--- config.mk ---
export PLATFORM = sky130hd
export DESIGN_NAME = radiotap_header_field_parser_top
export DESIGN_NICKNAME = d
export VERILOG_FILES = /design/src/design/rtfp_pkg.sv /design/src/design/rtfp_res_fifo.sv /design/src/design/rtfp_walk.sv /design/src/design/radiotap_header_field_parser_top.sv
export SDC_FILE = /design/constraint.sdc
export NUM_CORES = 1
export LEC_CHECK = 0
export BUFFER_PORTS_ARGS = -buffer_cell sky130_fd_sc_hd__buf_2
export CAP_MARGIN = 20
export CORE_MARGIN = 8
export CORE_UTILIZATION = 60
export CTS_CLUSTER_SIZE = 25
export DETAILED_ROUTE_END_ITERATION = 10
export GPL_ROUTABILITY_DRIVEN = 0
export PLACE_DENSITY = 0.78
export SLEW_MARGIN = 5
export SYNTH_ARGS = -nofsm -noshare
export SYNTH_HDL_FRONTEND = slang
export SYNTH_SLANG_ARGS = --single-unit
--- constraint.sdc ---
create_clock -name clk -period 16.2 [get_ports clk]
set_input_delay 1.62 -clock clk [delete_from_list [all_inputs] [get_ports clk]]
set_output_delay 1.62 -clock clk [all_outputs]
set_load 0.1 [all_outputs]
--- src/design/rtfp_pkg.sv ---
// ----------------------------------------------------------------------------
// Radiotap field parser package
// Shared constants, the field size table, and the result and phase types.
// ----------------------------------------------------------------------------
package rtfp_pkg;

  // Fields walked: the known fields, capped at the size of the table
  localparam int unsigned KNOWN_FIELDS    = 14;
  localparam int unsigned TABLE_FIELDS    = 14;
  localparam int unsigned FIELD_LIMIT     = (KNOWN_FIELDS < TABLE_FIELDS) ?
                                            KNOWN_FIELDS : TABLE_FIELDS;
  localparam int unsigned MAX_FIELD_BYTES = 8;
  localparam int unsigned RES_FIFO_DEPTH  = 4;

  // Bitmap word bit that chains a further bitmap word
  localparam int unsigned EXT_BIT = 31;

  // Size codes: alignment in the high nibble, length in the low nibble
  localparam logic [7:0] SZ_U64   = 8'h88;
  localparam logic [7:0] SZ_U8    = 8'h11;
  localparam logic [7:0] SZ_U32   = 8'h24;
  localparam logic [7:0] SZ_U16   = 8'h22;
  localparam logic [7:0] LEN_MASK = 8'h0f;

  typedef enum logic [1:0] {
    ST_FIELD,
    ST_DONE,
    ST_BAD_VERSION,
    ST_ERROR
  } status_t;

  typedef enum logic [1:0] {
    PH_IDLE,
    PH_HDR,
    PH_BITMAP,
    PH_COLLECT
  } phase_t;

  typedef struct packed {
    status_t     status;
    logic [3:0]  field_index;
    logic [63:0] field_value;
    logic [3:0]  field_bytes;
    logic        last_of_run;
  } res_t;

  function automatic logic [7:0] field_size(input logic [3:0] idx);
    logic [7:0] sz;
    unique case (idx)
      4'd0:                             sz = SZ_U64;
      4'd1, 4'd2, 4'd5, 4'd6:           sz = SZ_U8;
      4'd3:                             sz = SZ_U32;
      4'd4, 4'd7, 4'd8, 4'd9:           sz = SZ_U16;
      4'd10, 4'd11, 4'd12, 4'd13:       sz = SZ_U8;
      default:                          sz = 8'h00;
    endcase
    return sz;
  endfunction

  function automatic logic [3:0] size_align(input logic [7:0] sz);
    return sz[7:4];
  endfunction

  function automatic logic [3:0] size_len(input logic [7:0] sz);
    logic [7:0] len;
    len = sz & LEN_MASK;
    return len[3:0];
  endfunction

endpackage

--- src/design/rtfp_res_fifo.sv ---
// ----------------------------------------------------------------------------
// Radiotap field parser result queue
// Small queue that takes up to two results a cycle and hands out one unless stalled.
// ----------------------------------------------------------------------------
module rtfp_res_fifo #(
  parameter int unsigned DEPTH = rtfp_pkg::RES_FIFO_DEPTH
) (
  input  logic           clk,
  input  logic           rst,
  input  logic [1:0]     push_cnt,
  input  rtfp_pkg::res_t push_data0,
  input  rtfp_pkg::res_t push_data1,
  output logic           room2,
  output logic           valid,
  input  logic           stall,
  output rtfp_pkg::res_t head
);
  import rtfp_pkg::*;

  // DEPTH is a power of two, at least 2
  localparam int unsigned AW = $clog2(DEPTH);
  localparam int unsigned CW = $clog2(DEPTH + 1);

  res_t           entries [DEPTH];
  logic [AW-1:0]  wr_ptr;
  logic [AW-1:0]  rd_ptr;
  logic [CW-1:0]  count;
  logic           pop;

  assign valid = (count != '0);
  assign pop   = valid && !stall;
  assign room2 = (count <= CW'(DEPTH - 2));
  assign head  = entries[rd_ptr];

  always_ff @(posedge clk) begin
    if (rst) begin
      wr_ptr <= '0;
      rd_ptr <= '0;
      count  <= '0;
    end else begin
      wr_ptr <= wr_ptr + AW'(push_cnt);
      rd_ptr <= rd_ptr + AW'(pop);
      count  <= count + CW'(push_cnt) - CW'(pop);
    end
  end

  always_ff @(posedge clk) begin
    if (push_cnt != 2'd0) begin
      entries[wr_ptr] <= push_data0;
    end
    if (push_cnt == 2'd2) begin
      entries[wr_ptr + AW'(1)] <= push_data1;
    end
  end

  assert property (@(posedge clk) disable iff (rst)
    count <= CW'(DEPTH))
    else $error("result queue count above depth");

  assert property (@(posedge clk) disable iff (rst)
    push_cnt != 2'd0 |-> count <= CW'(DEPTH - 2))
    else $error("results pushed without room for two");

  assert property (@(posedge clk) disable iff (rst)
    !$past(rst) |-> count == $past(count) + CW'($past(push_cnt)) - CW'($past(pop)))
    else $error("result queue count out of step with pushes and pops");

endmodule

--- src/design/rtfp_walk.sv ---
// ----------------------------------------------------------------------------
// Radiotap field parser walker
// Parse state and one-byte step: header, bitmaps, field search and collect.
// ----------------------------------------------------------------------------
module rtfp_walk (
  input  logic           clk,
  input  logic           rst,
  input  logic           fire,
  input  logic [7:0]     data_byte,
  input  logic           frame_start,
  input  logic [15:0]    frame_length,
  output logic [1:0]     push_cnt,
  output rtfp_pkg::res_t res0,
  output rtfp_pkg::res_t res1
);
  import rtfp_pkg::*;

  // Registered parse state
  phase_t                 phase;
  logic [15:0]            byte_offset;
  logic [15:0]            header_length;
  logic [FIELD_LIMIT-1:0] present_bits;
  logic [3:0]             current_field;
  logic [3:0]             bytes_collected;
  logic [63:0]            value_accumulator;
  logic [15:0]            sampled_length;
  logic [15:0]            next_pos;
  logic [15:0]            field_start;
  logic [3:0]             field_len;

  // State as seen by this byte (a frame start restarts everything)
  phase_t                 ph_e;
  logic [15:0]            off_e;
  logic [15:0]            hl_e;
  logic [FIELD_LIMIT-1:0] pb_e;
  logic [3:0]             cur_e;
  logic [3:0]             bc_e;
  logic [63:0]            acc_e;
  logic [15:0]            sl_e;
  logic [15:0]            np_e;
  logic [15:0]            fs_e;
  logic [3:0]             fl_e;

  // Next values
  phase_t                 phase_next;
  logic [15:0]            byte_offset_next;
  logic [15:0]            header_length_next;
  logic [FIELD_LIMIT-1:0] present_bits_next;
  logic [3:0]             current_field_next;
  logic [3:0]             bytes_collected_next;
  logic [63:0]            value_accumulator_next;
  logic [15:0]            sampled_length_next;
  logic [15:0]            next_pos_next;
  logic [15:0]            field_start_next;
  logic [3:0]             field_len_next;

  // Step datapath
  logic [15:0]            q;
  logic                   q_low;
  logic                   word_end;
  logic                   ext;
  logic [16:0]            p1;
  logic [31:0]            word_upd;
  logic [FIELD_LIMIT-1:0] pb_upd;
  logic [15:0]            hl_upd;
  logic                   bad_version;
  logic                   len_bad;
  logic                   runaway;
  logic                   col_take;
  logic                   col_done;
  logic [3:0]             bc_inc;
  logic [63:0]            acc_upd;

  // Next-field search
  logic [3:0]             adv_from;
  logic [FIELD_LIMIT-1:0] adv_present;
  logic [16:0]            adv_pos;
  logic                   adv_found;
  logic [3:0]             adv_idx;
  logic [7:0]             adv_sz;
  logic [3:0]             adv_al;
  logic [3:0]             adv_len;
  logic [2:0]             adv_mask;
  logic [2:0]             adv_pad;
  logic [17:0]            adv_start;
  logic [17:0]            adv_end;
  logic                   adv_ok;
  res_t                   adv_res;

  logic [1:0]             res_cnt;
  res_t                   last_res;

  always_comb begin
    if (frame_start) begin
      ph_e  = PH_HDR;
      off_e = '0;
      hl_e  = '0;
      pb_e  = '0;
      cur_e = '0;
      bc_e  = '0;
      acc_e = '0;
      sl_e  = frame_length;
      np_e  = '0;
      fs_e  = '0;
      fl_e  = '0;
    end else begin
      ph_e  = phase;
      off_e = byte_offset;
      hl_e  = header_length;
      pb_e  = present_bits;
      cur_e = current_field;
      bc_e  = bytes_collected;
      acc_e = value_accumulator;
      sl_e  = sampled_length;
      np_e  = next_pos;
      fs_e  = field_start;
      fl_e  = field_len;
    end
  end

  always_comb begin
    q        = off_e - 16'd4;
    q_low    = (q[15:2] == '0);
    word_end = (q[1:0] == 2'b11);
    ext      = data_byte[EXT_BIT % 8];
    p1       = {1'b0, off_e} + 17'd1;
    word_upd = 32'(pb_e);
    if (q_low) begin
      word_upd = word_upd | (32'(data_byte) << {q[1:0], 3'b000});
    end
    pb_upd   = word_upd[FIELD_LIMIT-1:0];

    hl_upd = hl_e;
    if (off_e == 16'd2) begin
      hl_upd = {8'h00, data_byte};
    end else if (off_e == 16'd3) begin
      hl_upd = {data_byte, hl_e[7:0]};
    end
    bad_version = (off_e == 16'd0) && (data_byte != 8'h00);
    len_bad     = (sl_e < hl_upd);
    runaway     = (p1 > {1'b0, hl_e});

    col_take = (off_e >= fs_e) && (bc_e < 4'(MAX_FIELD_BYTES));
    bc_inc   = bc_e + 4'd1;
    col_done = col_take && (bc_inc >= fl_e);
    acc_upd  = acc_e | (64'(data_byte) << {bc_e[2:0], 3'b000});

    // One search unit serves both the end of the bitmaps and the end of a field
    if (ph_e == PH_BITMAP) begin
      adv_from    = 4'd0;
      adv_present = pb_upd;
      adv_pos     = p1;
    end else begin
      adv_from    = cur_e + 4'd1;
      adv_present = pb_e;
      adv_pos     = {1'b0, np_e};
    end

    adv_found = 1'b0;
    adv_idx   = '0;
    for (int i = FIELD_LIMIT - 1; i >= 0; i--) begin
      if (adv_present[i] && (4'(i) >= adv_from)) begin
        adv_found = 1'b1;
        adv_idx   = 4'(i);
      end
    end

    adv_sz    = field_size(adv_idx);
    adv_al    = size_align(adv_sz);
    adv_len   = size_len(adv_sz);
    adv_mask  = 3'(adv_al - 4'd1);
    adv_pad   = (3'(~adv_pos[2:0]) + 3'd1) & adv_mask;
    adv_start = 18'(adv_pos) + 18'(adv_pad);
    adv_end   = adv_start + 18'(adv_len);
    adv_ok    = adv_found && (adv_end <= 18'(hl_e));

    adv_res = '0;
    if (adv_found) begin
      adv_res.status      = ST_ERROR;
      adv_res.field_index = adv_idx;
      adv_res.field_bytes = adv_len;
    end else begin
      adv_res.status      = ST_DONE;
    end
  end

  // Next state
  always_comb begin
    phase_next             = ph_e;
    byte_offset_next       = off_e;
    header_length_next     = hl_e;
    present_bits_next      = pb_e;
    current_field_next     = cur_e;
    bytes_collected_next   = bc_e;
    value_accumulator_next = acc_e;
    sampled_length_next    = sl_e;
    next_pos_next          = np_e;
    field_start_next       = fs_e;
    field_len_next         = fl_e;

    if (ph_e != PH_IDLE) begin
      byte_offset_next = off_e + 16'd1;
    end

    unique case (ph_e)
      PH_IDLE: begin
      end
      PH_HDR: begin
        header_length_next = hl_upd;
        if (bad_version) begin
          phase_next = PH_IDLE;
        end else if (off_e == 16'd3) begin
          phase_next = len_bad ? PH_IDLE : PH_BITMAP;
        end
      end
      PH_BITMAP: begin
        present_bits_next = pb_upd;
        if (word_end) begin
          if (ext) begin
            if (runaway) begin
              phase_next = PH_IDLE;
            end
          end else if (adv_ok) begin
            phase_next             = PH_COLLECT;
            current_field_next     = adv_idx;
            field_start_next       = adv_start[15:0];
            field_len_next         = adv_len;
            bytes_collected_next   = '0;
            value_accumulator_next = '0;
            next_pos_next          = adv_end[15:0];
          end else begin
            phase_next = PH_IDLE;
          end
        end
      end
      PH_COLLECT: begin
        if (col_take) begin
          bytes_collected_next   = bc_inc;
          value_accumulator_next = acc_upd;
          if (col_done) begin
            current_field_next = cur_e + 4'd1;
            if (adv_ok) begin
              current_field_next     = adv_idx;
              field_start_next       = adv_start[15:0];
              field_len_next         = adv_len;
              bytes_collected_next   = '0;
              value_accumulator_next = '0;
              next_pos_next          = adv_end[15:0];
            end else begin
              phase_next = PH_IDLE;
            end
          end
        end
      end
    endcase
  end

  // Results
  always_comb begin
    res0    = '0;
    res1    = '0;
    res_cnt = 2'd0;

    unique case (ph_e)
      PH_IDLE: begin
      end
      PH_HDR: begin
        if (bad_version) begin
          res0.status = ST_BAD_VERSION;
          res_cnt     = 2'd1;
        end else if ((off_e == 16'd3) && len_bad) begin
          res0.status = ST_ERROR;
          res_cnt     = 2'd1;
        end
      end
      PH_BITMAP: begin
        if (word_end) begin
          if (ext) begin
            if (runaway) begin
              res0.status = ST_ERROR;
              res_cnt     = 2'd1;
            end
          end else if (!adv_ok) begin
            res0    = adv_res;
            res_cnt = 2'd1;
          end
        end
      end
      PH_COLLECT: begin
        if (col_done) begin
          res0.status      = ST_FIELD;
          res0.field_index = cur_e;
          res0.field_value = acc_upd;
          res0.field_bytes = fl_e;
          res_cnt          = 2'd1;
          if (!adv_ok) begin
            res1    = adv_res;
            res_cnt = 2'd2;
          end
        end
      end
    endcase

    if (res_cnt == 2'd2) begin
      res1.last_of_run = 1'b1;
    end else begin
      res0.last_of_run = 1'b1;
    end
    push_cnt = fire ? res_cnt : 2'd0;
  end

  always_ff @(posedge clk) begin
    if (rst) begin
      phase <= PH_IDLE;
    end else if (fire) begin
      phase <= phase_next;
    end
  end

  always_ff @(posedge clk) begin
    if (fire) begin
      byte_offset       <= byte_offset_next;
      header_length     <= header_length_next;
      present_bits      <= present_bits_next;
      current_field     <= current_field_next;
      bytes_collected   <= bytes_collected_next;
      value_accumulator <= value_accumulator_next;
      sampled_length    <= sampled_length_next;
      next_pos          <= next_pos_next;
      field_start       <= field_start_next;
      field_len         <= field_len_next;
    end
  end

  assign last_res = (res_cnt == 2'd2) ? res1 : res0;

  assert property (@(posedge clk) disable iff (rst)
    res_cnt == 2'd2 |-> res0.status == ST_FIELD)
    else $error("two results without a field first");

  assert property (@(posedge clk) disable iff (rst)
    fire && res_cnt != 2'd0 && last_res.status != ST_FIELD |=> phase == PH_IDLE)
    else $error("walk continues after done or error");

  assert property (@(posedge clk) disable iff (rst)
    phase == PH_COLLECT |-> bytes_collected < field_len)
    else $error("collecting a field that is already complete");

endmodule

--- src/design/radiotap_header_field_parser_top.sv ---
// ----------------------------------------------------------------------------
// Radiotap header field parser
// Walks a radiotap capture header byte by byte and reports each known field.
// ----------------------------------------------------------------------------
// The parser takes one frame byte per transaction on the byte channel, at a
// sustained rate of one byte per clock when not stalled. Each byte passes an
// input register, then a single combinational step (header checks, bitmap
// gathering, a fixed priority search for the next present field and its
// alignment) updates the parse state and yields zero, one or two results.
// Results go into a four entry queue feeding the result channel, which
// delivers one transaction per cycle unless stalled; a byte that yields two
// results (a field followed by done or by an overrun of the next field)
// therefore offers them one after the other. The byte channel stalls only
// while the queue lacks room for two results. Each byte is registered and
// its results queued before being offered. frame_start restarts the walk
// on any byte; bytes outside a header walk are dropped without a result.
module radiotap_header_field_parser_top #(
  parameter int unsigned RES_FIFO_DEPTH = rtfp_pkg::RES_FIFO_DEPTH
) (
  input  logic        clk,
  input  logic        rst,
  input  logic        byte_valid,
  output logic        byte_stall,
  input  logic [7:0]  data_byte,
  input  logic        frame_start,
  input  logic [15:0] frame_length,
  output logic        result_valid,
  input  logic        result_stall,
  output logic [1:0]  status,
  output logic [3:0]  field_index,
  output logic [63:0] field_value,
  output logic [3:0]  field_bytes,
  output logic        last_of_run
);
  import rtfp_pkg::*;

  // Input register
  logic        s1_valid;
  logic [7:0]  s1_byte;
  logic        s1_start;
  logic [15:0] s1_length;

  logic        room2;
  logic        fire;
  logic [1:0]  push_cnt;
  res_t        res0;
  res_t        res1;
  res_t        head;

  // Advance the held byte only when the queue can take both possible results
  assign fire       = s1_valid && room2;
  assign byte_stall = s1_valid && !room2;

  always_ff @(posedge clk) begin
    if (rst) begin
      s1_valid <= 1'b0;
    end else if (byte_valid && !byte_stall) begin
      s1_valid <= 1'b1;
    end else if (fire) begin
      s1_valid <= 1'b0;
    end
  end

  // Capture payload on every accepted transaction; hold otherwise
  always_ff @(posedge clk) begin
    if (byte_valid && !byte_stall) begin
      s1_byte   <= data_byte;
      s1_start  <= frame_start;
      s1_length <= frame_length;
    end
  end

  rtfp_walk u_walk (
    .clk          (clk),
    .rst          (rst),
    .fire         (fire),
    .data_byte    (s1_byte),
    .frame_start  (s1_start),
    .frame_length (s1_length),
    .push_cnt     (push_cnt),
    .res0         (res0),
    .res1         (res1)
  );

  rtfp_res_fifo #(
    .DEPTH (RES_FIFO_DEPTH)
  ) u_res_fifo (
    .clk        (clk),
    .rst        (rst),
    .push_cnt   (push_cnt),
    .push_data0 (res0),
    .push_data1 (res1),
    .room2      (room2),
    .valid      (result_valid),
    .stall      (result_stall),
    .head       (head)
  );

  // Drive the result ports from the queue head
  assign status      = head.status;
  assign field_index = head.field_index;
  assign field_value = head.field_value;
  assign field_bytes = head.field_bytes;
  assign last_of_run = head.last_of_run;

  assert property (@(posedge clk) disable iff (rst)
    push_cnt != 2'd0 |-> fire)
    else $error("results produced without an advancing byte");

  assert property (@(posedge clk) disable iff (rst)
    byte_stall |=> s1_valid)
    else $error("held byte lost while stalled");

  assert property (@(posedge clk) disable iff (rst)
    fire && !(byte_valid && !byte_stall) |=> !s1_valid)
    else $error("input register not emptied after advancing");

endmodule
==> metrics list <==
- The flow ran to the end, and the final reports show no timing, DRC or antenna violations.
- Path type of the worst setup path: flip-flop to flip-flop
* Fin crit share: 79.1%
- Setup violations remaining at the end of the flow were counted as 0.
* Total net switching power: ~1.3 mW
- STA classifies the critical path endpoint as a flip-flop.
- Count of instances resized after the clock tree is built: 0
- The worst hold path begins at u_res_fifo.entries[3][18]$_SDFFE_PP0N_.
- For this block, the routed nets add up to slightly above 80,000 µm of wire.
- The number of antenna violations at the first check in global routing came to 1.
- Part of the Yosys area used for sequential elements: a little over two fifths
- Post-cts hold buffer count: 0
- Post-CTS repair timing setup buffer count: 0
* Final Non-Filler Cells: 3,501
* Path depth of the worst reg2reg path: 42
* Critical path startpoint category: flip-flop
- The critical path starts at s1_start$_DFFE_PP_.
- Combinational share of power: 26.2%
- In this run the critical register-to-register path is captured at u_walk.field_start[7]$_DFFE_PP_.
- The final number of hold-violating endpoints is 0.
* Required time of the worst setup path: approximately 17 ns
- Synthesis inferred approximately 500 register bits.
- Synth async-reset ratio: 0%
* Total of warnings raised by yosys: 0
- Seq pwr share: 39.9%
- A synthesized cell averages just over 10 µm².
- Measured along the y axis, the die boundary spans 234 µm.
- Buffers placed on the I/O ports in this run total around 110.
* Final clock skew: roughly 0.023 ns
- Clock latency on the worst-skew pair: around 0.62 ns
- Actual transition at the worst max-transition pin: around 1.2 ns
* Final setup margin: 3.39 ns
- After the first detailed-routing iteration, the DRC count stood at 3,498.
* Fraction of power spent switching nets: between 30% and 40%
- In this run the worst setup path terminates at u_walk.field_start[7]$_DFFE_PP_.
* Max cap viols: 0
* CTS tree: built
- The netlist uses between 100 and 150 different library cells.
- Placeable Area: around 47,000 µm²
- Core Rows: 80
- TritonCTS created slightly above 50 clock buffers.
* Cell-internal power: approximately 2.5 mW
* Cells after DPL: about 3,400
- Maximum number of buffers from clock root to sink: 3
- Crit path arrival time: roughly 13 ns
- Most common cell in the synthesized netlist: nor2_1
- Primary FF master, synth: dfxtp_1
- By count the netlist is led by 406 x nor2_1, 277 x mux2i_1, 266 x dfxtp_1.
- Max IR drop VDD: between 0.0001 and 0.00015 V
- Leakage power summed over all cells: between 10 and 15 nW
* Gate count after technology mapping: about 2,800
* Effective utilization at floorplan: about three fifths
- Fraction of layout instances using a drive strength above 1: between 10% and 20%
- After synthesis, the largest area contributor takes up 25.1% of total cell area.
* Leading post-synthesis cells by cell area: edfxtp_1 25%, dfxtp_1 19%, mux2i_1 9.7%
- Start of the worst register-to-register path: s1_start$_DFFE_PP_
- Detailed placement finished with a half-perimeter wire length of 53,300 µm.
- Overall routing resource usage: 29.8%
- Layout fillers: about 3,500
- CTS H-tree lvls: 2
- The tree is rooted in a clkbuf_16.
* DRC viols: 0
- The first detailed-routing pass ran for 6 iterations.
* Worst-path cell with the longest stage delay: a21oi_1
- Tmin final: around 13 ns
- Power density over cell area: approximately 120 nW/µm²
- In this run, the clock network consumes about a third of the power.
- Based on the critical path, the design can be clocked at up to between 70 and 80 MHz.
- Clock-pin slew was measured on the worst setup and hold paths at ~0.070 ns.
- The number of nets in the synthesized netlist is 2,954.
* Global route overflow: 0
* Relative slew slack: 19.8%
- The die covers 54,800 µm².
- Max-slew violation count: 0
- From left edge to right edge, the die measures about 230 µm.
- The via count of the first global-routing pass was around 23,000.
- The area growth from synthesis to layout is 8.94%.
- Max Fanout on Critical Path: about 160
- Cell type contributing the most total cell area after synthesis: edfxtp_1
- Wire length of the first global-routing pass: ~130,000 µm
* Setup repair after global routing missed its margin: no
- After detailed routing, the average wire length per cell comes to approximately 24 µm.
* Number of top-level pins: between 100 and 150
* Synthesized area: roughly 29,000 µm²
- Maximum number of pins on one net before global-route repair: around 160
* Setup_tns: 0 ns
- Total number of clock tree sinks: 505
- The largest single stage delay on the critical path is just under 0.8 ns.
* Final design area excluding fillers: approximately 31,000 µm²
- At the placement stage, the worst setup path has a slack of approximately 3.8 ns.
- Worst reg2reg setup slack: 3.39 ns
- Antenna-violating nets left: 0
- Vias per Instance: roughly 6.8
* Class of the tightest hold or removal check: flip-flop to flip-flop
- Post-synth EDFFs: 239
- Area after DPL: approximately 29,000 µm²
- Nets: 2,964
- The final route contains between 20,000 and 25,000 vias.
[layout by cell type (no fill, tap or decap), types with 20 or more instances in the layout]
master | Yosys | routed
nor2_1 | 406 | 405
dfxtp_1 | 266 | 264
buf_2 | 45 | 105
a21o_1 | 24 | 24
mux4_2 | 75 | 75
nand2b_1 | 20 | 20
nand2_1 | 204 | 203
nand3_1 | 37 | 37
clkbuf_16 | 0 | 55
nor2b_1 | 66 | 65
nor3_1 | 62 | 62
a22oi_1 | 27 | 27
a21oi_1 | 212 | 212
mux2_2 | 20 | 20
o21ai_0 | 117 | 117
nand4_1 | 27 | 27
xnor2_1 | 33 | 33
buf_4 | 8 | 53
ha_1 | 91 | 90
o22ai_1 | 58 | 58
mux2i_1 | 277 | 277
edfxtp_1 | 239 | 239
inv_1 | 47 | 45
and3_1 | 25 | 25
[how the worst min path moves through the flow]
stage	to	slack, ns	depth (start not counted)
2_1_floorplan	u_res_fifo.entries[1][10]$_SDFFE_PP0N_	0.45	2
3_3_place_gp	u_res_fifo.entries[1][14]$_SDFFE_PP0N_	0.47	2
3_5_place_dp	u_res_fifo.entries[1][41]$_SDFFE_PP0N_	0.47	2
4_1_cts	u_res_fifo.entries[1][65]$_SDFFE_PP0N_	0.49	2
5_1_grt	u_res_fifo.entries[3][12]$_SDFFE_PP0N_	0.51	2
6_report	u_res_fifo.entries[3][18]$_SDFFE_PP0N_	0.49	2
[stage by stage]
| step | utilization [%] | total power, mW | hold WS [ns] |
|---|---|---|---|
| after floorplan | - | 2.22 | 0.455 |
| after detailed placement | 61.8 | 2.48 | 0.473 |
| final | 65.7 | 3.76 | 0.491 |
| after global routing | 65.7 | 3.89 | 0.509 |
| after CTS | 65.6 | 3.74 | 0.494 |
| after global placement | 61.8 | 2.44 | 0.466 |
[sequential cells by signal, summed over array words and instances (netlist names), 3 cells and up]
register / count
u_res_fifo.entries: 300
u_walk.value_accumulator: 64
s1_length: 16
u_walk.byte_offset: 16
u_walk.field_start: 16
u_walk.header_length: 16
u_walk.next_pos: 16
u_walk.sampled_length: 16
u_walk.present_bits: 14
s1_byte: 8
u_walk.bytes_collected: 4
u_walk.current_field: 4
u_walk.field_len: 4
u_res_fifo.count: 3
[layer usage]
metal	global-route usage, %	vias up	wire length, µm
li1	-	10469	-
met1	39.7	11434	32800
met2	46.8	1517	37500
met3	6.75	280	9400
met4	12.3	0	3490
met5	0	-	0
[power by group through the flow]
stage	clock, mW	combinational (mW)	sequential [mW]
3_3_place_gp	0	0.922	1.52
3_5_place_dp	0	0.950	1.53
5_1_grt	1.33	1.05	1.51
2_1_floorplan	0	0.729	1.49
4_1_cts	1.29	0.957	1.50
6_report	1.27	0.983	1.50
[worst max-delay path, delay by kind of cell (launching register included)]
kind                       cells  cell delay, ns
DFF                            1            0.42
xor gates and xnor gates       2            0.55
AOI/OAI and AO/OA             18            4.69
and+or+nand+nor                9            2.72
buffers and inverters          7            2.21
adders and majority gates      6            1.84
[cell type report]
class / count / area [µm²] / share of cell area, %
Inverter: 51 / 198 / 0.635
Sequential cell: 505 / 12500 / 40.2
Antenna cell: 1 / 2.50 / 0.00804
Tap cell: 615 / 769 / 2.47
Multi-Input combinational cell: 2072 / 14800 / 47.7
Clock inverter: 28 / 355 / 1.14
Timing Repair Buffer: 161 / 976 / 3.14
Clock buffer: 68 / 1470 / 4.72
[logic make-up after synthesis]
family          Yosys count  synth area share, %
buf+inv                 255                 4.56
simple gates            935                 15.4
mux                     373                 16.5
flops                   505                 43.8
xor+xnor                 51                 1.56
compound gates          620                 14.1
fa+ha+maj                93                 4.13
No activity file was read; power rests on OpenSTA's default activity.
